<file path="src/hdl/istc_pkg.sv">
// Shared types and constants for the IMU sample scaler and tilt core.
// Used by istc_front, istc_queue, istc_back and the top level.
// No dependencies.
`timescale 1ns / 1ps

package istc_pkg;

    localparam int QUEUE_DEPTH_DEF = 4;
    localparam int TILT_STEPS      = 24;
    localparam int SQRT_STEPS      = 24;
    localparam int TILT_LIMIT      = 9000;
    localparam int IN_W            = 112;
    localparam int OUT_W           = 144;

    // Reciprocals for the constant divisions (floor(m * C >> K) == floor(m / D)).
    localparam int unsigned TEMP_RECIP = 246724;   // 2^22 / 17, rounded up
    localparam int unsigned TEMP_SHIFT = 22;
    localparam int unsigned RATE_RECIP = 8196503;  // 2^30 / 131, rounded up
    localparam int unsigned RATE_SHIFT = 30;

    // atan(2^-i) in 1/65536 of a hundredth of a degree
    localparam logic signed [31:0] ATAN_TAB [TILT_STEPS] = '{
        32'sd294912000, 32'sd174096719, 32'sd91987925, 32'sd46694507,
        32'sd23437865,  32'sd11730358,  32'sd5866610,  32'sd2933484,
        32'sd1466764,   32'sd733385,    32'sd366693,   32'sd183346,
        32'sd91673,     32'sd45837,     32'sd22918,    32'sd11459,
        32'sd5730,      32'sd2865,      32'sd1432,     32'sd716,
        32'sd358,       32'sd179,       32'sd90,       32'sd45
    };

    typedef struct packed {
        logic signed [15:0] rate_z;
        logic signed [15:0] rate_y;
        logic signed [15:0] rate_x;
        logic signed [15:0] temperature;
        logic signed [15:0] accel_z;
        logic signed [15:0] accel_y;
        logic signed [15:0] accel_x;
    } raw_t;

    typedef struct packed {
        logic signed [15:0] rate_z;
        logic signed [15:0] rate_y;
        logic signed [15:0] rate_x;
        logic signed [14:0] temp;
        logic signed [11:0] accel_z;
        logic signed [11:0] accel_y;
        logic signed [11:0] accel_x;
    } scaled_t;

    // One request handed from the front end to the tilt engine.
    // Lane 0/1/2 is the tilt of x/y/z: sq holds the sum of the other two squares.
    typedef struct packed {
        scaled_t          scaled;
        logic [2:0][31:0] sq;
        logic [2:0][15:0] axis;
        logic             zero;
    } qitem_t;

endpackage

</file>
<file path="src/hdl/istc_queue.sv">
// Short queue between the front end and the tilt engine.
// Depends on istc_pkg.
`timescale 1ns / 1ps

module istc_queue #(
    parameter int DEPTH = istc_pkg::QUEUE_DEPTH_DEF
) (
    input  logic             aclk,
    input  logic             aresetn,
    input  logic             in_valid,
    output logic             in_ready,
    input  istc_pkg::qitem_t in_item,
    output logic             out_valid,
    input  logic             out_ready,
    output istc_pkg::qitem_t out_item
);

    localparam int PW = (DEPTH > 1) ? $clog2(DEPTH) : 1;
    localparam int CW = $clog2(DEPTH + 1);

    istc_pkg::qitem_t mem_reg [DEPTH];
    logic [PW-1:0]    wr_reg, rd_reg;
    logic [CW-1:0]    count_reg;
    logic             push, pop;

    assign in_ready  = (count_reg != CW'(DEPTH));
    assign out_valid = (count_reg != '0);
    assign push      = in_valid && in_ready;
    assign pop       = out_valid && out_ready;
    assign out_item  = mem_reg[rd_reg];

    always_ff @(posedge aclk) begin
        if (!aresetn) begin
            wr_reg    <= '0;
            rd_reg    <= '0;
            count_reg <= '0;
        end else begin
            if (push) begin
                wr_reg <= (wr_reg == PW'(DEPTH - 1)) ? '0 : wr_reg + 1'b1;
            end
            if (pop) begin
                rd_reg <= (rd_reg == PW'(DEPTH - 1)) ? '0 : rd_reg + 1'b1;
            end
            if (push && !pop) begin
                count_reg <= count_reg + 1'b1;
            end else if (pop && !push) begin
                count_reg <= count_reg - 1'b1;
            end
        end
    end

    always_ff @(posedge aclk) begin
        if (push) begin
            mem_reg[wr_reg] <= in_item;
        end
    end

    a_count_range: assert property (@(posedge aclk) disable iff (!aresetn)
        count_reg <= CW'(DEPTH))
        else $error("queue fill beyond depth");

    a_count_up: assert property (@(posedge aclk) disable iff (!aresetn)
        (push && !pop) |=> (count_reg == $past(count_reg) + 1'b1))
        else $error("queue fill did not rise on write");

    a_count_down: assert property (@(posedge aclk) disable iff (!aresetn)
        (pop && !push) |=> (count_reg == $past(count_reg) - 1'b1))
        else $error("queue fill did not fall on read");

    a_empty_ptrs: assert property (@(posedge aclk) disable iff (!aresetn)
        (count_reg == '0) |-> (wr_reg == rd_reg))
        else $error("queue pointers differ while empty");

endmodule

</file>
<file path="config.mk">
export PLATFORM = sky130hd
export DESIGN_NAME = istc_queue
export DESIGN_NICKNAME = d
export VERILOG_FILES = /design/src/hdl/istc_pkg.sv /design/src/hdl/istc_queue.sv
export SDC_FILE = /design/constraint.sdc
export NUM_CORES = 1
export LEC_CHECK = 0
export BUFFER_PORTS_ARGS = -buffer_cell sky130_fd_sc_hd__buf_2
export CAP_MARGIN = 20
export CORE_UTILIZATION = 56
export CTS_BUF_LIST = sky130_fd_sc_hd__clkbuf_4
export CTS_CLUSTER_SIZE = 12
export DETAILED_ROUTE_END_ITERATION = 8
export PLACE_DENSITY = 0.78
export SLEW_MARGIN = 15
export SYNTH_ARGS = -nofsm -noshare
export SYNTH_HDL_FRONTEND = slang
export SYNTH_SLANG_ARGS = --single-unit
</file>
<file path="constraint.sdc">
create_clock -name aclk -period 8.4 [get_ports aclk]
set_input_delay 0 -clock aclk [delete_from_list [all_inputs] [get_ports aclk]]
set_output_delay 0 -clock aclk [all_outputs]
set_load 0.05 [all_outputs]
</file>
## Yosys cells after proc, flatten, opt, wreduce, memory -nomap -nowiden

Memory sizes are Yosys's and may differ from the RTL's. A register that Yosys moved wholly into a read port is not among the register bits.
Cells that the tools add are included.

- Output and inout port bits: 246
- Memory bits (writable): 976
- Memories: 1
- Flip-flop bits (word level): 7

- Reductions and logical operators: 8
- Eq/ne operators: 3
- Muxes and demuxes: 8
- Add/subtract/negate cells: 4

Memory list:

| memory | words | bits a word | read ports | clocked after memory_dff | write ports | line | text |
|---|---|---|---|---|---|---|---|
| mem_reg | 4 | 244 | 1 | 1 | 1 | istc_queue.sv:21 | `istc_pkg::qitem_t mem_reg [DEPTH];` |

Operators with widths:

| operator | count |
|---|---|
| two-way mux 2 bit | 4 |
| two-way mux 3 bit | 2 |
| adder 2 x 1 -> 2 bit (second input constant) | 2 |
| == test 2 bit (second input constant) | 2 |
| logical AND 1 bit | 4 |
| adder 3 x 1 -> 3 bit (second input constant) | 1 |
| inequality test 3 bit (second input constant) | 1 |
| nonzero test 3 bit | 1 |
| subtractor 3 x 1 -> 3 bit (second input constant) | 1 |
| logical NOT 1 bit | 2 |
| two-way mux 1 bit | 2 |
| nonzero test 2 bit | 1 |

## Depth between registers and ports, before layout

- Depth in word-level cells: 6
- Depth in mapped cells: 9
- Mapped depth without buffers: 8

## Least setup slack after synthesis

No wires, ideal clock.

- Kind: register to register
- Start: reg count_reg[0]
- End: mem mem_reg[0][0] (netlist bit) (enable)
- Slack: 943 ps
- Data arrival time: 6819 ps
- Library setup time: 638 ps
- Cell stages (with the launch flop): 4
- Path buffers: 1
- Cells stage by stage: dfxtp_1 or3b_1 clkbuf_1 and3_1

- Word-level cells in the longest chain between the ends: 4

Ends and longest elaborated chain:

| what | line | text |
|---|---|---|
| from (decl) | istc_queue.sv:23 | `logic [CW-1:0] count_reg;` |
| from (signal assigned) | istc_queue.sv:45 | `count_reg <= count_reg + 1'b1;` |
| from (signal assigned) | istc_queue.sv:47 | `count_reg <= count_reg - 1'b1;` |
| inequality test 3 bit | istc_queue.sv:26 | `assign in_ready = (count_reg != CW'(DEPTH));` |
| named net in_ready | istc_queue.sv:11 | `output logic in_ready,` |
| logical AND 1 bit | istc_queue.sv:28 | `assign push = in_valid && in_ready;` |
| two-way mux 1 bit | istc_queue.sv:53 | `if (push) begin` |
| two-way mux 1 bit (implied by the code) | istc_queue.sv:54 | `mem_reg[wr_reg] <= in_item;` |
| to (decl) | istc_queue.sv:21 |  |

The timed path passes the listed nets, and every way through them passes these cells.

==> flow_metrics.env <==
export IMPL_coreArea_sq_um=62970
export IMPL_hpwl_mm=42.50
export IMPL_area_delta_synth_final_pct=31.70
export IMPL_finalHoldViolCount=0
export IMPL_cp_start_kind="register"
export IMPL_die_width_um=254.3
export IMPL_hp_start="in_valid"
export IMPL_htree_levels=4
export IMPL_largest_reg_flops=976
export IMPL_drive_above_1_share=0.4167
export IMPL_clkTransAtPathRegs_ps=80
export IMPL_multi_input_area_sq_um=5793
export IMPL_port_buffer_count=493
export IMPL_critPathArrivalTime_ps=4250
export IMPL_yosysWarningCount=0
export IMPL_ir_drop_uv=309.7
export IMPL_synth_area_sq_um=35660
export IMPL_layout_min_cycle_time_ps=4245
export IMPL_cp_end_kind="primary output"
export IMPL_drv_cap=0
export IMPL_wl_mm=89.01
export IMPL_drt_iter0_markers=1727
export IMPL_die_y_um=254.3
export IMPL_synth_top_cell_area_share=0.8219
export IMPL_met2_wirelength_mm=47.44
export IMPL_cts_buffers=229
export IMPL_fill_cells=3202
export IMPL_cts_tree="built"
export IMPL_num_io_pins=494
export IMPL_ys_types=25
export IMPL_wl_per_cell_um=25.18
export IMPL_grt_pass1_vias=21860
export IMPL_postRouteAntennaNets=0
export IMPL_tightest_slew_ps=1099
export IMPL_clock_sinks=985
export IMPL_slew_headroom=0.2672
export IMPL_setup_violations=0
export IMPL_rsz0062_at_grt="no"
export IMPL_gr_usage_all_layers=0.2753
export IMPL_dr_pass1_iters=5
export IMPL_r2r_start="count_reg[0]"
export IMPL_r2r_end="mem_reg[3][211]"
export IMPL_ys_seq_elements=985
export IMPL_hold_buffers=497
export IMPL_synth_area_top_cells="edfxtp_1, mux4_2, buf_6"
export IMPL_slew_viol_final=0
export IMPL_yosysSeqAreaShare=0.8270
export IMPL_start_util=0.5663
export IMPL_yosys_most_used_dff="edfxtp_1"
export IMPL_dr_max_layer_used="met5"
export IMPL_timing_fmax_ghz=0.2356
export IMPL_clock_latency_ps=1040
export IMPL_hold_path_class="in -> reg"
export IMPL_netlist_instances=1325
export IMPL_clock_path_buffers=3
export IMPL_syn_num_nets=1580
export IMPL_via_per_inst=5.626
export IMPL_grt_remaining_overflow=0
export IMPL_met1_length_mm=30.01
export IMPL_seq_area_sq_um=29500
export IMPL_drc=0
export IMPL_dieArea_sq_um=64690
export IMPL_synth_common_cells="edfxtp_1, mux4_2, buf_2"
export IMPL_holdPathEnd="mem_reg[3][8]"
export IMPL_hold_depth=3
export IMPL_post_cts_setup_buffers=0
export IMPL_synth_most_common_cell="edfxtp_1"
export IMPL_status="complete, no violations"
export IMPL_grt_max_degree=133
export IMPL_gp_congestion=0.7400
export IMPL_p_per_area_nw_per_um2=307.8
export IMPL_clock_skew_ps=86.29
export IMPL_wl_met3_mm=8.328
export IMPL_power_leakage_nw=16.30
export IMPL_grt_pass1_wl_mm=129.2
export IMPL_synth_edf_count=976
export IMPL_async_reset_ff_frac=0
export IMPL_avgSynthCellArea_sq_um=26.91
export IMPL_worst_setup_path_type="reg -> out"
export IMPL_fin_nets=2760
export IMPL_timing_final_crit_share=0.5054
export IMPL_cts_resized=0
export IMPL_cp_max_fo=63
export IMPL_antenna_found_initial=6
export IMPL_num_rows=92
export IMPL_vias=19890
export IMPL_reg2reg_slack_ps=5010
export IMPL_cts_root_buf="clkbuf_4"
export IMPL_synth_top_area_cell="edfxtp_1"
export IMPL_layout_cells_non_filler=3535
export IMPL_rr_worst_depth=4
export IMPL_required_ps=8400
export IMPL_dp_cells=2623
export IMPL_setup_tns_ps=0
kinds of logic (layout without fill, tap and decap cells):
logic type,after synthesis,in the layout,share of synthesized area
AO/OA/AOI/OAI,6,6,0.0009827
AND/OR/NAND/NOR,20,20,0.003088
XOR/XNOR,2,2,0.0004913
flip-flops,985,985,0.8270
multiplexers,246,246,0.1547
other,0,6,0
buffers and inverters,59,1417,0.01112
adder cells (fa/ha/maj),7,7,0.002667
power by group:
group | internal [mW] | switching [mW] | leakage (nW)
registers | 5.96 | 0.192 | 9.02
logic | 1.33 | 3.06 | 5.53
clock network | 1.96 | 1.95 | 1.75
total | 9.25 | 5.20 | 16.3
routing by layer:
| metal | up-vias | global-route usage |
|---|---|---|
| met1 | 10250 | 0.3114 |
| met5 | - | 0 |
| met2 | 1120 | 0.4764 |
| li1 | 8299 | - |
| met4 | 4 | 0.1287 |
| met3 | 213 | 0.08716 |
worst max-delay path, cell delays in order (launching register included):
cell	delay, ps
dfxtp_4	1010
buf_4	730
buf_4	700
mux4_2	440
buf_2	240
through the flow:
stage / cell area [sq um] / power (mW) / setup WS (ps) / util / hold WS, ps
after floorplan: 35660 / 9.494 / 943.3 / - / 98.87
after global placement: 39010 / 10.27 / 5185 / 0.6196 / 209.5
after detailed placement: 39010 / 10.34 / 5195 / 0.6196 / 214.0
after CTS: 46950 / 14.28 / 4074 / 0.7456 / 77.28
after global routing: 46960 / 14.94 / 3987 / 0.7457 / 201.9
final: 46960 / 14.46 / 4155 / 0.7458 / 257.7
how the worst max path moves through the flow:
stage | endpoint | cells past startpoint | slack (ps) | start
final | out_item[78] | 4 | 4150 | register
after global placement | out_item[84] | 4 | 5190 | register
after global routing | out_item[97] | 4 | 3990 | register
after floorplan | mem_reg[0][0] | 3 | 940 | count_reg[0]
after detailed placement | mem_reg[3][212] | 4 | 5190 | count_reg[0]
after CTS | out_item[75] | 4 | 4070 | register
placed cells by master, fill, tap and decap left out, drive strengths merged, types with 3 or more instances in the layout:
cell         instances
and3                 4
clkinv              59
edfxtp             976
buf                508
clkbuf             337
dlygate4sd3        497
o21ai                4
diode                6
mux4               244
clkinvlp             3
inv                  9
ha                   6
bufinv               4
nand2                5
dfxtp                9
layout make-up:
cell class | count | area share
clock inverters | 72 | 0.009086
inverters | 3 | 0.0002398
diodes | 6 | 0.0003197
clock buffers | 337 | 0.05387
multi-input cells | 281 | 0.1234
well taps | 846 | 0.02254
repair buffers | 1005 | 0.1625
flip-flops and latches | 985 | 0.6281
(Power assumes the default switching activity.)
