[src/hdl/istc_pkg.sv]
// Shared types and constants for the IMU sample scaler and tilt core.
// Used by istc_front, istc_queue, istc_back and the top level.
// No dependencies.
`timescale 1ns / 1ps

package istc_pkg;

    localparam int QUEUE_DEPTH_DEF = 4;
    localparam int TILT_STEPS      = 24;
    localparam int SQRT_STEPS      = 24;
    localparam int TILT_LIMIT      = 9000;
    localparam int IN_W            = 112;
    localparam int OUT_W           = 144;

    // Reciprocals for the constant divisions (floor(m * C >> K) == floor(m / D)).
    localparam int unsigned TEMP_RECIP = 246724;   // 2^22 / 17, rounded up
    localparam int unsigned TEMP_SHIFT = 22;
    localparam int unsigned RATE_RECIP = 8196503;  // 2^30 / 131, rounded up
    localparam int unsigned RATE_SHIFT = 30;

    // atan(2^-i) in 1/65536 of a hundredth of a degree
    localparam logic signed [31:0] ATAN_TAB [TILT_STEPS] = '{
        32'sd294912000, 32'sd174096719, 32'sd91987925, 32'sd46694507,
        32'sd23437865,  32'sd11730358,  32'sd5866610,  32'sd2933484,
        32'sd1466764,   32'sd733385,    32'sd366693,   32'sd183346,
        32'sd91673,     32'sd45837,     32'sd22918,    32'sd11459,
        32'sd5730,      32'sd2865,      32'sd1432,     32'sd716,
        32'sd358,       32'sd179,       32'sd90,       32'sd45
    };

    typedef struct packed {
        logic signed [15:0] rate_z;
        logic signed [15:0] rate_y;
        logic signed [15:0] rate_x;
        logic signed [15:0] temperature;
        logic signed [15:0] accel_z;
        logic signed [15:0] accel_y;
        logic signed [15:0] accel_x;
    } raw_t;

    typedef struct packed {
        logic signed [15:0] rate_z;
        logic signed [15:0] rate_y;
        logic signed [15:0] rate_x;
        logic signed [14:0] temp;
        logic signed [11:0] accel_z;
        logic signed [11:0] accel_y;
        logic signed [11:0] accel_x;
    } scaled_t;

    // One request handed from the front end to the tilt engine.
    // Lane 0/1/2 is the tilt of x/y/z: sq holds the sum of the other two squares.
    typedef struct packed {
        scaled_t          scaled;
        logic [2:0][31:0] sq;
        logic [2:0][15:0] axis;
        logic             zero;
    } qitem_t;

endpackage

[src/hdl/istc_front.sv]
// Front end: registers the sample, does the unit scalings and the squares.
// Depends on istc_pkg.
`timescale 1ns / 1ps

module istc_front (
    input  logic            aclk,
    input  logic            aresetn,
    input  logic            in_valid,
    output logic            in_ready,
    input  istc_pkg::raw_t  in_raw,
    output logic            out_valid,
    input  logic            out_ready,
    output istc_pkg::qitem_t out_item
);

    logic [2:0] vld_reg;
    logic       adv;

    // stage 1
    istc_pkg::raw_t raw_reg;

    // stage 2
    logic signed [25:0] accp_reg [3];
    logic [17:0]        tmag_reg;
    logic               tneg_reg;
    logic [21:0]        rmag_reg [3];
    logic               rneg_reg [3];
    logic [30:0]        sqr_reg  [3];
    logic [15:0]        axis2_reg [3];
    logic               zero2_reg;

    // stage 3
    logic signed [11:0] acc_reg [3];
    logic [13:0]        tq_reg;
    logic               tneg3_reg;
    logic [14:0]        rq_reg [3];
    logic               rneg3_reg [3];
    logic [31:0]        sum_reg [3];
    logic [15:0]        axis3_reg [3];
    logic               zero3_reg;

    logic signed [15:0] raw_acc  [3];
    logic signed [15:0] raw_rate [3];
    logic signed [16:0] t_off;
    logic signed [18:0] t_p5;
    logic [15:0]        acc_abs  [3];
    logic [15:0]        rate_abs [3];
    logic [31:0]        sq_full  [3];
    logic signed [25:0] acc_bias [3];
    logic [35:0]        t_prod;
    logic [44:0]        r_prod   [3];

    assign adv       = !vld_reg[2] || out_ready;
    assign in_ready  = adv;
    assign out_valid = vld_reg[2];

    always_comb begin
        raw_acc[0]  = raw_reg.accel_x;
        raw_acc[1]  = raw_reg.accel_y;
        raw_acc[2]  = raw_reg.accel_z;
        raw_rate[0] = raw_reg.rate_x;
        raw_rate[1] = raw_reg.rate_y;
        raw_rate[2] = raw_reg.rate_z;
        t_off = 17'(raw_reg.temperature) + 17'sd12412;
        t_p5  = (19'(t_off) <<< 2) + 19'(t_off);
        for (int l = 0; l < 3; l++) begin
            acc_abs[l]  = raw_acc[l][15]  ? 16'(-raw_acc[l])  : raw_acc[l];
            rate_abs[l] = raw_rate[l][15] ? 16'(-raw_rate[l]) : raw_rate[l];
            sq_full[l]  = 32'(acc_abs[l]) * 32'(acc_abs[l]);
            acc_bias[l] = accp_reg[l] + (accp_reg[l][25] ? 26'sd16383 : 26'sd0);
            r_prod[l]   = 45'(rmag_reg[l]) * 45'(istc_pkg::RATE_RECIP);
        end
        t_prod = 36'(tmag_reg) * 36'(istc_pkg::TEMP_RECIP);
    end

    always_ff @(posedge aclk) begin
        if (!aresetn) begin
            vld_reg <= '0;
        end else if (adv) begin
            vld_reg <= {vld_reg[1:0], in_valid};
        end
    end

    always_ff @(posedge aclk) begin
        if (adv) begin
            raw_reg <= in_raw;

            tneg_reg  <= t_p5[18];
            tmag_reg  <= t_p5[18] ? 18'(-t_p5) : 18'(t_p5);
            zero2_reg <= (raw_acc[0] == 16'sd0) && (raw_acc[1] == 16'sd0) &&
                         (raw_acc[2] == 16'sd0);
            for (int l = 0; l < 3; l++) begin
                accp_reg[l]  <= 26'(raw_acc[l]) * 26'sd1000;
                rneg_reg[l]  <= raw_rate[l][15];
                rmag_reg[l]  <= 22'(rate_abs[l]) * 22'd100;
                sqr_reg[l]   <= sq_full[l][30:0];
                axis2_reg[l] <= raw_acc[l];
            end

            tq_reg    <= 14'(t_prod >> istc_pkg::TEMP_SHIFT);
            tneg3_reg <= tneg_reg;
            zero3_reg <= zero2_reg;
            sum_reg[0] <= 32'(sqr_reg[1]) + 32'(sqr_reg[2]);
            sum_reg[1] <= 32'(sqr_reg[0]) + 32'(sqr_reg[2]);
            sum_reg[2] <= 32'(sqr_reg[0]) + 32'(sqr_reg[1]);
            for (int l = 0; l < 3; l++) begin
                acc_reg[l]   <= acc_bias[l][25:14];
                rq_reg[l]    <= 15'(r_prod[l] >> istc_pkg::RATE_SHIFT);
                rneg3_reg[l] <= rneg_reg[l];
                axis3_reg[l] <= axis2_reg[l];
            end
        end
    end

    always_comb begin
        out_item.scaled.accel_x = acc_reg[0];
        out_item.scaled.accel_y = acc_reg[1];
        out_item.scaled.accel_z = acc_reg[2];
        out_item.scaled.temp    = tneg3_reg ? -15'(tq_reg) : 15'(tq_reg);
        out_item.scaled.rate_x  = rneg3_reg[0] ? -16'(rq_reg[0]) : 16'(rq_reg[0]);
        out_item.scaled.rate_y  = rneg3_reg[1] ? -16'(rq_reg[1]) : 16'(rq_reg[1]);
        out_item.scaled.rate_z  = rneg3_reg[2] ? -16'(rq_reg[2]) : 16'(rq_reg[2]);
        for (int l = 0; l < 3; l++) begin
            out_item.sq[l]   = sum_reg[l];
            out_item.axis[l] = axis3_reg[l];
        end
        out_item.zero = zero3_reg;
    end

endmodule

[config.mk]
export PLATFORM = sky130hd
export DESIGN_NAME = istc_front
export DESIGN_NICKNAME = d
export VERILOG_FILES = /design/src/hdl/istc_pkg.sv /design/src/hdl/istc_front.sv
export SDC_FILE = /design/constraint.sdc
export NUM_CORES = 2
export LEC_CHECK = 0
export ABC_AREA = 1
export BUFFER_PORTS_ARGS = -buffer_cell sky130_fd_sc_hd__buf_4
export CAP_MARGIN = 40
export CORE_MARGIN = 4
export CORE_UTILIZATION = 25
export DETAILED_ROUTE_END_ITERATION = 8
export HOLD_SLACK_MARGIN = 0.05
export PLACE_DENSITY = 0.45
export SLEW_MARGIN = 20
export SYNTH_ARGS = -nofsm -noshare
export SYNTH_HDL_FRONTEND = slang
export SYNTH_SLANG_ARGS = --single-unit
export TNS_END_PERCENT = 50
[constraint.sdc]
create_clock -name aclk -period 28.6 [get_ports aclk]
set_input_delay 5.72 -clock aclk [delete_from_list [all_inputs] [get_ports aclk]]
set_output_delay 5.72 -clock aclk [all_outputs]
set_load 0.005 [all_outputs]
== Word-level counts from Yosys, hierarchy flattened ==
Memories as Yosys holds them, arrays and structs flattened.
Index checks and enable logic that the tools add are counted.
Widths: inputs -> output; s select.

* Bits in registers: 151
* Output and inout port bits: 246
* Input port bits: 116
* Bits in latches: 0
* RAM bits: 501
* Word-level logic and storage cells: 79
* Bits in read-only memories: 0
* Memories: 10

* Bitwise operators: 0
* Shift operators: 0
* Order comparisons: 0
* Reductions and logical operators: 7
* Equal/unequal tests: 0
* Div/mod/pow operators: 0
* Mux-type cells: 16
* $add $sub $neg: 19
* Multipliers: 13

{| class="wikitable"
|+ Memory list
! memory !! words !! width !! rd ports !! clocked after Yosys merged registers in !! write ports !! line !! RTL
|-
| sum_reg || 3 || 32 || 3 || 0 || 3 || istc_front.sv:38 || <nowiki>logic [31:0] sum_reg [3];</nowiki>
|-
| sqr_reg || 3 || 31 || 3 || 0 || 3 || istc_front.sv:28 || <nowiki>logic [30:0] sqr_reg [3];</nowiki>
|-
| accp_reg || 3 || 23 || 3 || 0 || 3 || istc_front.sv:23 || <nowiki>logic signed [25:0] accp_reg [3];</nowiki>
|-
| rmag_reg || 3 || 20 || 3 || 0 || 3 || istc_front.sv:26 || <nowiki>logic [21:0] rmag_reg [3];</nowiki>
|-
| axis2_reg || 3 || 16 || 3 || 0 || 3 || istc_front.sv:29 || <nowiki>logic [15:0] axis2_reg [3];</nowiki>
|-
| axis3_reg || 3 || 16 || 3 || 0 || 3 || istc_front.sv:39 || <nowiki>logic [15:0] axis3_reg [3];</nowiki>
|-
| 4 more memories || - || - || - || - || - || - ||
|}

{| class="wikitable"
|+ Operators with widths
! cell !! number
|-
| $mux 16 || 9
|-
| $mul 22x23->45 const B || 3
|-
| $add 31x31->32 || 3
|-
| $neg 16->16 || 6
|-
| $mul 16x16->31 || 3
|-
| $add 26x15->26 || 3
|-
| $mul 16x8->23 const B || 3
|-
| $mul 16x5->20 const B || 3
|-
| $logic_not 16->1 || 3
|-
| $neg 15->16 || 3
|-
| $mux 14 || 3
|-
| $mul 18x16->34 const B || 1
|-
| $add 19x17->19 || 1
|-
| $mux 18 || 1
|-
| $neg 18->18 || 1
|-
| $add 16x15->17 const B || 1
|-
| $mux 15 || 1
|-
| $neg 14->15 || 1
|-
| $logic_and 1x1->1 || 2
|-
| $mux 1 || 2
|-
| $logic_not 1->1 || 1
|-
| $logic_or 1x1->1 || 1
|}

== Logic depth before layout (Yosys ltp) ==
* Word-level depth: 4
* Depth in mapped cells: 38

== Worst setup path after synthesis ==
OpenSTA, ideal clock, no wires.

* Path kind: input to output
* Start: in out_ready
* End: out in_ready
* Setup slack: 4.783 ns
* Arrival: 18.097 ns
* Cell stages on the path: 2
* Data required time: 22.880 ns
* Cells stage by stage: nor2_1 > inv_1

* Word-level cells in the longest chain between the ends: 1

{| class="wikitable"
|+ RTL lines
! item !! line !! RTL
|-
| start, declared || istc_front.sv:12 || <nowiki>input logic out_ready,</nowiki>
|-
| $logic_or 1x1->1 || istc_front.sv:53 || <nowiki>assign adv = !vld_reg[2] || out_ready;</nowiki>
|-
| end, declared || istc_front.sv:9 || <nowiki>output logic in_ready,</nowiki>
|}

No other way between the ends.

== Worst setup path after layout ==
Same ends and word-level chain as after synthesis.

==> run metrics <==
Synth Flop Type=edfxtp_1; synthesized instance count=10200; RSZ-0062 raised after global routing=no; CTS Sinks=640; most common cell in the synthesized netlist=inv_1; final hold violations=0; Layout Area Growth over Synthesis=12.6%; WL per Instance=16.7 µm; initial DRC count=2867; status=finished, final reports clean; async set-reset flop share out of synthesis=0; max-slew violations=0; Bufs on Longest Clock Path=4; Critical Path Start Type=input port; synthesized-area fraction occupied by xor and xnor cells=0.0440; final net count=13600; HPWL after detailed placement=227000 µm; first-pass GRT wire length=415000 µm; register area share after synthesis=0.201; fraction of layout cells with a size suffix above 1=0.0576; Vias/cell=4.20; CP arrival=6.89 ns; 1st-pass router iterations=5; io pins=362; largest family of logic cells by synthesized area=adder cells; post-synthesis mux area share=0; H-tree depth=3; Starting Density=0.251; Post-synth EDFFs=637; Yosys warnings=0; Synth Area in Compound Gates=0.0658; Yosys top cell area share=0.266; Netlist cell types=57; CTS tree=done; PostCTS Resize Cnt=0; min Tclk post-route=12.61 ns; port buffer count=361; crit-path max FO=34; initial antenna violation count=18; required time of the worst setup path=22.88 ns; synth cell count leaders=2378 x inv_1, 1609 x ha_1, 1396 x nand2_1, 1264 x fa_1, 720 x nor2_1; core area=379000 µm²; number of flip-flops in the largest register=96; Post-CTS Setup Inserts=0; leading post-synthesis cells by cell area=fa_1 27%, ha_1 21%, edfxtp_1 20%; antenna viol nets, final=0; endpoints failing setup=0; post-cts hold buffer count=0; Worst-path clk slew=0.06 ns; Die X=625 µm; cell chosen for the clock root=clkbuf_16; simple-gate share of the synthesized area=0.113; Critical Path Start=out_ready; Clock Latency Late Sink=0.84 ns; #FFs+latches synth=640; Mapped Avg Cell Area=9.31 µm²; DRT Wirelength=263000 µm; routability cong.=0.896; final setup TNS=0 ns; die area=391000 µm²; num rows=226; Yosys top cell by area=fa_1; TritonCTS Buffers=90; fillers=40600; Critical Path Sink=in_ready; endpoint type of the worst setup path=primary output; RR Endpoint=sqr_reg[0][24]; gr usage total=0.136; Achievable Freq=79.3 MHz; R2R cell count=32; total number of vias=66200; residual DRC count=0; WS Path Type=input port to primary output; fin crit share=0.441; largest net degree at the start of global routing=131; R2R setup slack=20.49 ns; vias in the first global route=71200; die height=625 µm; Remaining Overflow, GRT=0; synthesized area=95300 µm²; adder-cell area share of the yosys netlist=0.477; Min-Delay Path Class=flip-flop to flip-flop; Max-Slew Margin vs Limit=0.454; measured slew at the worst slew-check pin=0.817 ns; worst flop-to-flop path startpoint=raw_acc[32]; Max-Cap Viols=0; Final Skew=0.105 ns
==> per-layer routing <==
layer,part of all wire,vias to the layer above,GRT usage
met1,0.46,31800,0.177
met2,0.49,821,0.237
met4,0.030,6,0.0380
met5,0.00016,-,0
met3,0.028,244,0.0135
li1,-,33300,-
==> critical path, cell delays in order <==
cell	delay, ns
buf_4	0.11
nor2_1	0.42
inv_8	0.19
buf_4	0.29
==> worst min path at each step <==
| stage | from | to | slack [ns] | depth (start not counted) |
|---|---|---|---|---|
| 2_1_floorplan | axis2_reg[0][10] | axis3_reg[0][10] | 0.40 | 0 |
| 3_5_place_dp | axis2_reg[0][4] | axis3_reg[0][4] | 0.40 | 0 |
| 5_1_grt | axis2_reg[0][22] | axis3_reg[0][22] | 0.42 | 0 |
| 3_3_place_gp | axis2_reg[0][10] | axis3_reg[0][10] | 0.40 | 0 |
| 4_1_cts | axis2_reg[0][12] | axis3_reg[0][12] | 0.41 | 0 |
| 6_report | axis2_reg[0][12] | axis3_reg[0][12] | 0.41 | 0 |
==> logic make-up after synthesis <==
logic type	after synthesis
adders and majority gates	2873
and+or+nand+nor	2624
buffers and inverters	2494
AOI/OAI and AO/OA	1121
DFF	640
xor gates and xnor gates	479
other	2
==> metrics by stage <==
stage               utilization  worst slack [ns]  area [µm²]  hold slack, ns  std cells
floorplan                     -              4.78       95300           0.400      10200
global placement          0.275             16.03      104000           0.401      15600
detailed placement        0.275             16.01      104000           0.405      15600
CTS                       0.283             16.01      107000           0.413      15700
global route              0.283             15.96      107000           0.422      15700
finish                    0.283             15.99      107000           0.414      15800
==> layout make-up <==
| type | instances | area [µm²] | area share |
|---|---|---|---|
| clock buffers | 105 | 2330 | 0.0217 |
| well taps | 5016 | 6280 | 0.0585 |
| inverters | 2425 | 9110 | 0.0850 |
| flip-flops and latches | 640 | 19200 | 0.179 |
| multi-input cells | 7101 | 66700 | 0.622 |
| repair buffers | 397 | 3040 | 0.0284 |
| clock inverters | 54 | 606 | 0.00565 |
| diodes | 12 | 30.0 | 0.000280 |
==> layout by cell type (no fill, tap or decap), types with 14 or more instances in the layout <==
cell type	count
xor2_1	333
clkinv_2	15
edfxtp_1	637
nand2_1	1396
inv_2	42
a31oi_1	47
clkinv_1	14
buf_4	392
nand3_1	254
clkbuf_16	91
fa_1	1264
inv_1	2377
o21a_1	24
nor4_1	15
xnor2_1	146
nor3_1	114
clkbuf_1	14
o21bai_1	53
o21ai_1	62
a21o_1	69
o21ai_0	271
nor2_1	720
o211ai_1	21
nand4_1	64
o31ai_1	17
ha_1	1609
a21oi_1	515
Power is left out: the tool's default activity adds up to more than one toggle a clock period on the data nets, which glitch-free logic cannot reach.
